<file path="config.mk">
export PLATFORM = sky130hd
export DESIGN_NAME = rob_ctrl
export DESIGN_NICKNAME = d
export VERILOG_FILES = /design/src/design/rob_pkg.sv /design/src/design/rob_ctrl.sv
export SDC_FILE = /design/constraint.sdc
export NUM_CORES = 1
export LEC_CHECK = 0
export ABC_CLOCK_PERIOD_IN_PS = 3810
export BUFFER_PORTS_ARGS = -buffer_cell sky130_fd_sc_hd__buf_2
export CELL_PAD_IN_SITES_DETAIL_PLACEMENT = 1
export CELL_PAD_IN_SITES_GLOBAL_PLACEMENT = 2
export CORE_MARGIN = 2
export CORE_UTILIZATION = 37
export CTS_BUF_LIST = sky130_fd_sc_hd__clkbuf_2
export DETAILED_ROUTE_END_ITERATION = 8
export GPL_TIMING_DRIVEN = 0
export HOLD_SLACK_MARGIN = 0.12
export PLACE_DENSITY_LB_ADDON = 0.25
export SLEW_MARGIN = 0
export SYNTH_ARGS = -nofsm -noshare
export SYNTH_HDL_FRONTEND = slang
export SYNTH_SLANG_ARGS = --single-unit
</file>
<file path="constraint.sdc">
create_clock -name clk_i -period 3.81 [get_ports clk_i]
set_clock_uncertainty 0.2 [all_clocks]
set_input_delay 0.381 -clock clk_i [delete_from_list [all_inputs] [get_ports clk_i]]
set_output_delay 0.381 -clock clk_i [all_outputs]
set_load 0.03 [all_outputs]
</file>
<file path="src/design/rob_pkg.sv">
package rob_pkg;

  localparam int unsigned DepthDef = 64;

  // Result status codes
  localparam logic [2:0] StStored = 3'd0;
  localparam logic [2:0] StEvict  = 3'd1;
  localparam logic [2:0] StPass   = 3'd2;
  localparam logic [2:0] StDup    = 3'd3;
  localparam logic [2:0] StFlush  = 3'd4;

  localparam logic CmdPush  = 1'b0;
  localparam logic CmdFlush = 1'b1;

  typedef struct packed {
    logic [31:0] seconds;
    logic [19:0] fraction;
    logic [15:0] length;
    logic [31:0] handle;
  } entry_t;

  // Source of the packet fields of a result item
  typedef enum logic [1:0] {
    SEL_NONE,
    SEL_HEAD,
    SEL_ITEM,
    SEL_RDATA
  } out_sel_e;

  // Controller to datapath
  typedef struct packed {
    logic       item_ld;
    logic       head_ld;
    logic       we;
    logic       wsel_item;
    logic       out_ld;
    out_sel_e   out_sel;
    logic [2:0] out_status;
    logic       out_last;
  } dp_cmd_t;

  // Datapath to controller
  typedef struct packed {
    logic key_lt;
    logic key_eq;
    logic out_free;
  } dp_stat_t;

endpackage

</file>
<file path="src/design/rob_ctrl.sv">
module rob_ctrl import rob_pkg::*; #(
  parameter int unsigned DEPTH = DepthDef,
  localparam int unsigned AW = $clog2(DEPTH),
  localparam int unsigned CW = AW + 1
) (
  input  logic          clk_i,
  input  logic          rst_ni,
  input  logic          in_valid_i,
  input  logic          in_cmd_i,
  output logic          in_ready_o,
  input  dp_stat_t      stat_i,
  output dp_cmd_t       cmd_o,
  output logic [AW-1:0] raddr_o,
  output logic [AW-1:0] waddr_o
);

  typedef enum logic [3:0] {
    IDLE, S_RD, S_CMP, DEC, SD_RD, SD_WR, SU_RD, SU_WR, INS, RES, F_RD, F_OUT
  } state_e;

  state_e        st_q, st_d;
  logic [CW-1:0] idx_q, idx_d, pos_q, pos_d, occ_q, occ_d;
  logic [2:0]    res_q, res_d;
  logic [CW-1:0] idx_p1, idx_m1, pos_m1;
  logic          full;

  assign idx_p1 = idx_q + CW'(1);
  assign idx_m1 = idx_q - CW'(1);
  assign pos_m1 = pos_q - CW'(1);
  assign full   = occ_q == CW'(DEPTH);

  always_comb begin
    st_d       = st_q;
    idx_d      = idx_q;
    pos_d      = pos_q;
    occ_d      = occ_q;
    res_d      = res_q;
    cmd_o      = '0;
    in_ready_o = 1'b0;
    raddr_o    = idx_q[AW-1:0];
    waddr_o    = idx_q[AW-1:0];
    unique case (st_q)
      IDLE: begin
        in_ready_o = 1'b1;
        if (in_valid_i) begin
          cmd_o.item_ld = 1'b1;
          idx_d = '0;
          pos_d = '0;
          if (in_cmd_i == CmdFlush) begin
            res_d = StFlush;
            st_d  = (occ_q == '0) ? RES : F_RD;
          end else begin
            st_d = (occ_q == '0) ? DEC : S_RD;
          end
        end
      end
      // Linear search for the insert point
      S_RD: st_d = S_CMP;
      S_CMP: begin
        if (idx_q == '0) cmd_o.head_ld = 1'b1;
        if (stat_i.key_lt) begin
          idx_d = idx_p1;
          if (idx_p1 == occ_q) begin
            pos_d = occ_q;
            st_d  = DEC;
          end else begin
            st_d = S_RD;
          end
        end else if (stat_i.key_eq) begin
          res_d = StDup;
          st_d  = RES;
        end else begin
          pos_d = idx_q;
          st_d  = DEC;
        end
      end
      DEC: begin
        if (full) begin
          if (pos_q == '0) begin
            res_d = StPass;
            st_d  = RES;
          end else begin
            idx_d = CW'(1);
            st_d  = (pos_q == CW'(1)) ? INS : SD_RD;
          end
        end else begin
          idx_d = occ_q;
          st_d  = (occ_q == pos_q) ? INS : SU_RD;
        end
      end
      // Shift entries toward the head (full store)
      SD_RD: st_d = SD_WR;
      SD_WR: begin
        cmd_o.we = 1'b1;
        waddr_o  = idx_m1[AW-1:0];
        idx_d    = idx_p1;
        st_d     = (idx_p1 == pos_q) ? INS : SD_RD;
      end
      // Shift entries toward the tail
      SU_RD: begin
        raddr_o = idx_m1[AW-1:0];
        st_d    = SU_WR;
      end
      SU_WR: begin
        raddr_o  = idx_m1[AW-1:0];
        cmd_o.we = 1'b1;
        idx_d    = idx_m1;
        st_d     = (idx_m1 == pos_q) ? INS : SU_RD;
      end
      INS: begin
        if (stat_i.out_free) begin
          cmd_o.we         = 1'b1;
          cmd_o.wsel_item  = 1'b1;
          waddr_o          = full ? pos_m1[AW-1:0] : pos_q[AW-1:0];
          cmd_o.out_ld     = 1'b1;
          cmd_o.out_sel    = full ? SEL_HEAD : SEL_NONE;
          cmd_o.out_status = full ? StEvict : StStored;
          cmd_o.out_last   = 1'b1;
          if (!full) occ_d = occ_q + CW'(1);
          st_d = IDLE;
        end
      end
      RES: begin
        if (stat_i.out_free) begin
          cmd_o.out_ld     = 1'b1;
          cmd_o.out_sel    = (res_q == StPass) ? SEL_ITEM : SEL_NONE;
          cmd_o.out_status = res_q;
          cmd_o.out_last   = 1'b1;
          st_d = IDLE;
        end
      end
      // Flush: read each entry and emit it
      F_RD: st_d = F_OUT;
      F_OUT: begin
        if (stat_i.out_free) begin
          cmd_o.out_ld     = 1'b1;
          cmd_o.out_sel    = SEL_RDATA;
          cmd_o.out_status = StFlush;
          cmd_o.out_last   = idx_p1 == occ_q;
          if (idx_p1 == occ_q) begin
            occ_d = '0;
            st_d  = IDLE;
          end else begin
            idx_d = idx_p1;
            st_d  = F_RD;
          end
        end
      end
      default: st_d = IDLE;
    endcase
  end

  always_ff @(posedge clk_i or negedge rst_ni) begin
    if (!rst_ni) begin
      st_q  <= IDLE;
      idx_q <= '0;
      pos_q <= '0;
      occ_q <= '0;
      res_q <= StStored;
    end else begin
      st_q  <= st_d;
      idx_q <= idx_d;
      pos_q <= pos_d;
      occ_q <= occ_d;
      res_q <= res_d;
    end
  end

endmodule

</file>
==> Yosys cells after proc, flatten, opt, wreduce, memory -nomap -nowiden <==
Cells that the tools add are included.
{ "word_totals": {"regBits": 28, "inputBits": 7, "elab_cells": 117} }
{ "classes": {"add_sub_neg": 4, "eq_ne": 34, "mux": 58, "reduce_logical": 16} }
{ "op_table": {"columns": ["operator", "count"], "rows": [
  ["2-to-1 mux 7 bit", 15],
  ["2-to-1 mux 4 bit", 13],
  ["case mux 4 bit (11 select lines)", 1],
  ["case mux 7 bit (6 select lines)", 1],
  ["equality test 7 bit", 4],
  ["case mux 7 bit (2 select lines)", 2],
  ["inequality test 2 bit, second input constant", 12],
  ["zero test 7 bit", 3],
  ["case mux 7 bit (3 select lines)", 1],
  ["2-to-1 mux 3 bit", 6],
  ["2-to-1 mux 6 bit", 3],
  ["equality test 4 x 3 -> 1 bit, second input constant", 4],
  ["equality test 4 bit, second input constant", 4],
  ["adder 7 x 1 -> 7 bit, second input constant", 2],
  ["case mux 6 bit (2 select lines)", 1],
  ["2-to-1 mux 9 bit", 1],
  ["inequality test 3 bit, second input constant", 3],
  ["case mux 3 bit (3 select lines)", 1],
  ["equality test 4 x 2 -> 1 bit, second input constant", 2],
  ["2-to-1 mux 1 bit", 8],
  ["2-to-1 mux 2 bit", 4],
  ["equality test 7 x 1 -> 1 bit, second input constant", 1],
  ["equality test 7 bit, second input constant", 1],
  ["AND reduction 7 bit", 1],
  ["15 further kinds", 18]
]} }

==> Logic depth before layout (Yosys ltp) <==
{ "depth": {"ltp_word": 5, "mapped_depth": 12, "ltp_nobuf": 11} }

==> Least setup slack after synthesis <==
No wires, ideal clock.
{ "synth_path": {"path_type": "reg2out", "startpoint": "register occ_q[0]", "endpoint": "output port waddr_o[4]", "t_arrival_ns": 2.373, "t_required_ns": 3.229, "slack_ns": 0.856, "stages_incl_launch_ff": 10, "n_path_buf": 1, "cell_sequence": "dfrtp_1 > clkbuf_2 > inv_1 > ha_1 > nand4bb_1 > nor2_1 > nand2_1 > or3_1 > xor2_1 > o221ai_1"} }
{ "synth_between": {"elab_chain_cells": 4} }
{ "synth_lines": {"columns": ["item", "line_no", "text"], "rows": [
  ["from (decl)", "rob_ctrl.sv:22", "logic [CW-1:0] idx_q, idx_d, pos_q, pos_d, occ_q, occ_d;"],
  ["from (signal assigned)", "rob_ctrl.sv:158", "occ_q <= '0;"],
  ["from (signal assigned)", "rob_ctrl.sv:164", "occ_q <= occ_d;"],
  ["equality test 7 bit", "rob_ctrl.sv:30", "assign full = occ_q == CW'(DEPTH);"],
  ["2-to-1 mux 6 bit", "rob_ctrl.sv:114", "waddr_o = full ? pos_m1[AW-1:0] : pos_q[AW-1:0];"],
  ["2-to-1 mux 6 bit", "rob_ctrl.sv:111", "if (stat_i.out_free) begin"],
  ["case mux 6 bit (2 select lines)", "rob_ctrl.sv:42", "unique case (st_q)"],
  ["to (decl)", "rob_ctrl.sv:14", "output logic [AW-1:0] waddr_o"]
]} }
No other way between the ends.

==> impl_metrics.py <==
metrics = {
    "place": {
        "hpwl_microns": 8720,
        "portBuffers": 30,
        "place_congestion": 0.862,
        "dpl_worst_slack_ps": 248,
    },
    "sta": {
        "period_share_pct": 92.7,
        "finalSetupViolCount": 0,
        "hold_ws_ps": 214,
        "rsz0062_at_grt": "no",
        "slew_violations": 0,
        "slew_headroom_pct": 50.1,
        "worstMarginPinSlew_ps": 745,
        "period_minus_slack_ps": 3530,
        "setup_slack_ps": 279,
        "hold_violations": 0,
        "tns_ps": 0,
        "max_freq_ghz": 0.283,
    },
    "floorplanning": {
        "die_y_microns": 97.0,
        "die_area_sq_um": 9410,
        "ioPinCount": 31,
        "initial_utilization_pct": 38.6,
        "core_sq_um": 8300,
        "fp.dieW_microns": 97.0,
        "row_count": 33,
    },
    "logic_synthesis": {
        "synthMuxAreaShare_pct": 6.96,
        "syn-instance-count": 401,
        "ys_ff_latch": 28,
        "ys_warn_count": 0,
        "synth_area_sq_um": 3200,
        "synth.top_cell.area_share_pct": 21.9,
        "synth_edf_count": 0,
        "avgSynthCellArea_sq_um": 7.98,
        "synthTopCellsByArea": "dfrtp_1 22%, xor2_1 6.6%, mux2i_1 6.3%, xnor2_1 5.7%, nand2_1 4.9%",
        "synth_top_family_by_area": "simple AND/OR/NAND/NOR gates",
        "ys_seq_area_share_pct": 21.9,
        "synth_cell_types": 68,
        "ys.flop_type": "dfrtp_1",
        "synthAdderAreaFrac_pct": 3.52,
        "ys_async_sr_fraction_pct": 100,
        "synth_simple_gate_area_share_pct": 26.5,
        "yosys.area.top_type": "dfrtp_1",
        "synth_compound_area_share_pct": 18.0,
        "synth_xor_area_share_pct": 12.3,
        "synth_fp_nets": 417,
    },
    "worst_setup_path": {
        "slowest_delay_ps": 590,
        "slowest_stage": "dfrtp_1",
        "cp.buffers_inverters": 1,
        "worstPathCellList": "ha_1, xor2_1, o221ai_1, a22oi_2, nand4_1, a21oi_1, buf_2",
        "required_ps": 3230,
        "cp-end-kind": "primary output",
        "path_max_fanout": 7,
        "start_kind": "flip-flop",
        "crit_family": "compound AO/OA/AOI/OAI gates",
        "path_class": "flip-flop to primary output",
        "arrival_ps": 2950,
    },
    "global_routing": {
        "grt_first_pass_wirelength_microns": 18000,
        "grt_usage_pct": 24.0,
        "grt_pass1_vias": 3169,
        "grt_overflow": 0,
        "grt_max_degree": 29,
        "antenna_found_initial": 0,
    },
    "pwr": {
        "vdd_drop_max_mv": 0.257,
        "p_per_area_nw_per_um2": 741,
        "seq_power_share_pct": 17.3,
        "switching_share_pct": 56.2,
        "cellLeakagePower_nw": 1.54,
        "combPwrFrac_pct": 75.4,
        "p_clk_share_pct": 7.3,
        "internal_power_w": 0.00116,
        "power_w": 0.00264,
        "power.switching_w": 0.00149,
    },
    "layout": {
        "layout-area-overhead-vs-synth_pct": 11.5,
        "num_antenna_cells": 0,
        "drive_gt1_share_pct": 17.8,
        "final_nets": 455,
    },
    "clock_tree": {
        "cts_tree": "built",
        "h-tree-depth": 1,
        "clk_path_buf_depth": 2,
        "clock_latency_ps": 420,
        "cts_buffers": 3,
        "clkSlewWorstSetupHoldPaths_ps": 310,
        "clock-sinks": 28,
        "cts_root_buf": "clkbuf_2",
    },
    "status": {
        "run_status": "finished clean",
    },
    "route": {
        "vias": 3155,
        "antenna_left": 0,
        "drcViolationCount": 0,
        "drt_wl_total_microns": 11200,
        "drt_iter0_drc": 168,
        "routedWlPerCell_microns": 20.7,
        "drtPass1Iterations": 5,
        "viasPerCell": 5.81,
    },
    "worst_hold_path": {
        "hold_class": "input port to flip-flop",
    },
    "run": {
        "maxCapViolCount": 0,
    },
}
## power groups by stage
stage	Sequential (W)	Clock, W	Combinational [W]
after floorplan	0.000440	0	0.00143
after global placement	0.000459	0	0.00193
after detailed placement	0.000465	0	0.00196
after CTS	0.000457	0.000204	0.00197
after global routing	0.000473	0.000207	0.00217
final	0.000459	0.000193	0.00199
## layout make-up
type	count	area, sq um
Multi-Input combinational cell	323	2170
Inverter	18	67.6
Fill cell	1040	4730
Buffer	32	279
Clock buffer	3	15.0
Clock inverter	1	30.0
Timing Repair Buffer	33	180
Tap cell	105	131
Sequential cell	28	701
## through the flow
step                      instances  utilization, %  cell area, sq um
after global placement          536            42.0              3480
after CTS                       543            42.9              3560
final                           543            43.0              3570
after global routing            543            43.0              3570
after floorplan                 401               -              3200
after detailed placement        536            42.0              3480
## cell usage in the layout, fill, tap and decap left out, drive strengths merged, types with 3 or more instances in the layout
master and n:
and3 4, o2bb2ai 5, a21oi 24, xnor2 21
dfrtp 28, nor2 37, or2 3, o21ai 24
inv 18, nand2b 3, nor4 4, a221oi 3
nand2 42, nand4 6, o221ai 4, nor2b 4
nand3 17, mux2i 20, buf 40, ha 9
a31oi 3, xor2 24, dlygate4sd3 3, clkbuf 24
nor3 13, nor3b 3, o211ai 4, or3 11
## worst paths after layout
path | from | end | slack (ps) | cells after the start
hold reg to reg | res_q[1] | res_q[1] | 350 | 1
hold / removal | stat_i[2] | res_q[0] | 210 | 3
max in group asynchronous | rst_ni | pos_q[0] | 2650 | 2
setup / recovery | idx_q[1] | cmd_o[0] | 280 | 7
min in group asynchronous | rst_ni | idx_q[2] | 280 | 2
setup reg to reg | idx_q[1] | pos_q[2] | 540 | 7
## state kept, by name, summed over array words and instances (netlist names)
register  cells
occ_q         7
pos_q         7
st_q          4
idx_q         7
res_q         3
## synthesized netlist by cell type (2+ instances only)
cell / count
nor2_1: 37
inv_1: 18
xor2_1: 24
a211oi_1: 2
nand3_2: 2
buf_6: 6
ha_1: 9
and3_1: 4
clkbuf_8: 9
or2_2: 3
a31oi_1: 3
nand4_1: 6
o211ai_1: 4
xnor2_1: 21
o22ai_1: 2
clkbuf_2: 2
o221ai_1: 4
a22o_1: 2
and2b_2: 2
nand2b_1: 3
buf_4: 2
o2bb2ai_1: 5
a21oi_1: 24
o21ai_0: 24
nand2_1: 42
nor2b_1: 4
nand3_1: 15
o41ai_1: 2
dfrtp_1: 28
mux2i_1: 20
clkbuf_1: 9
nor4_1: 3
a221oi_1: 3
or4_1: 2
nor3_1: 11
nor3b_1: 2
or3_1: 10
and2_1: 2
## worst min-delay path, cell delays in order
cell and delay (ps):
buf_2 140, buf_6 180, o32ai_1 110
## what timing repair did
item,4_1_cts,5_1_grt
hold buffers,3,0
endpoints found under the setup margin,0,8
buffers inserted,0,0
resized for setup,0,5
endpoints found under the hold margin,31,0
## layer usage
metal  track usage [%]  up-vias  share of wire [%]
met3              2.96       12                4.6
met4              4.12        0               0.86
li1                  -     1492                  -
met5                 0        -                  0
met2              39.6       89                 49
met1              34.2     1562                 46
## cells by family after synthesis
family	after synthesis
compound gates	86
xor+xnor	45
fa+ha+maj	9
buf+inv	50
flops	28
mux	22
simple gates	161
(Power assumes the default switching activity.)
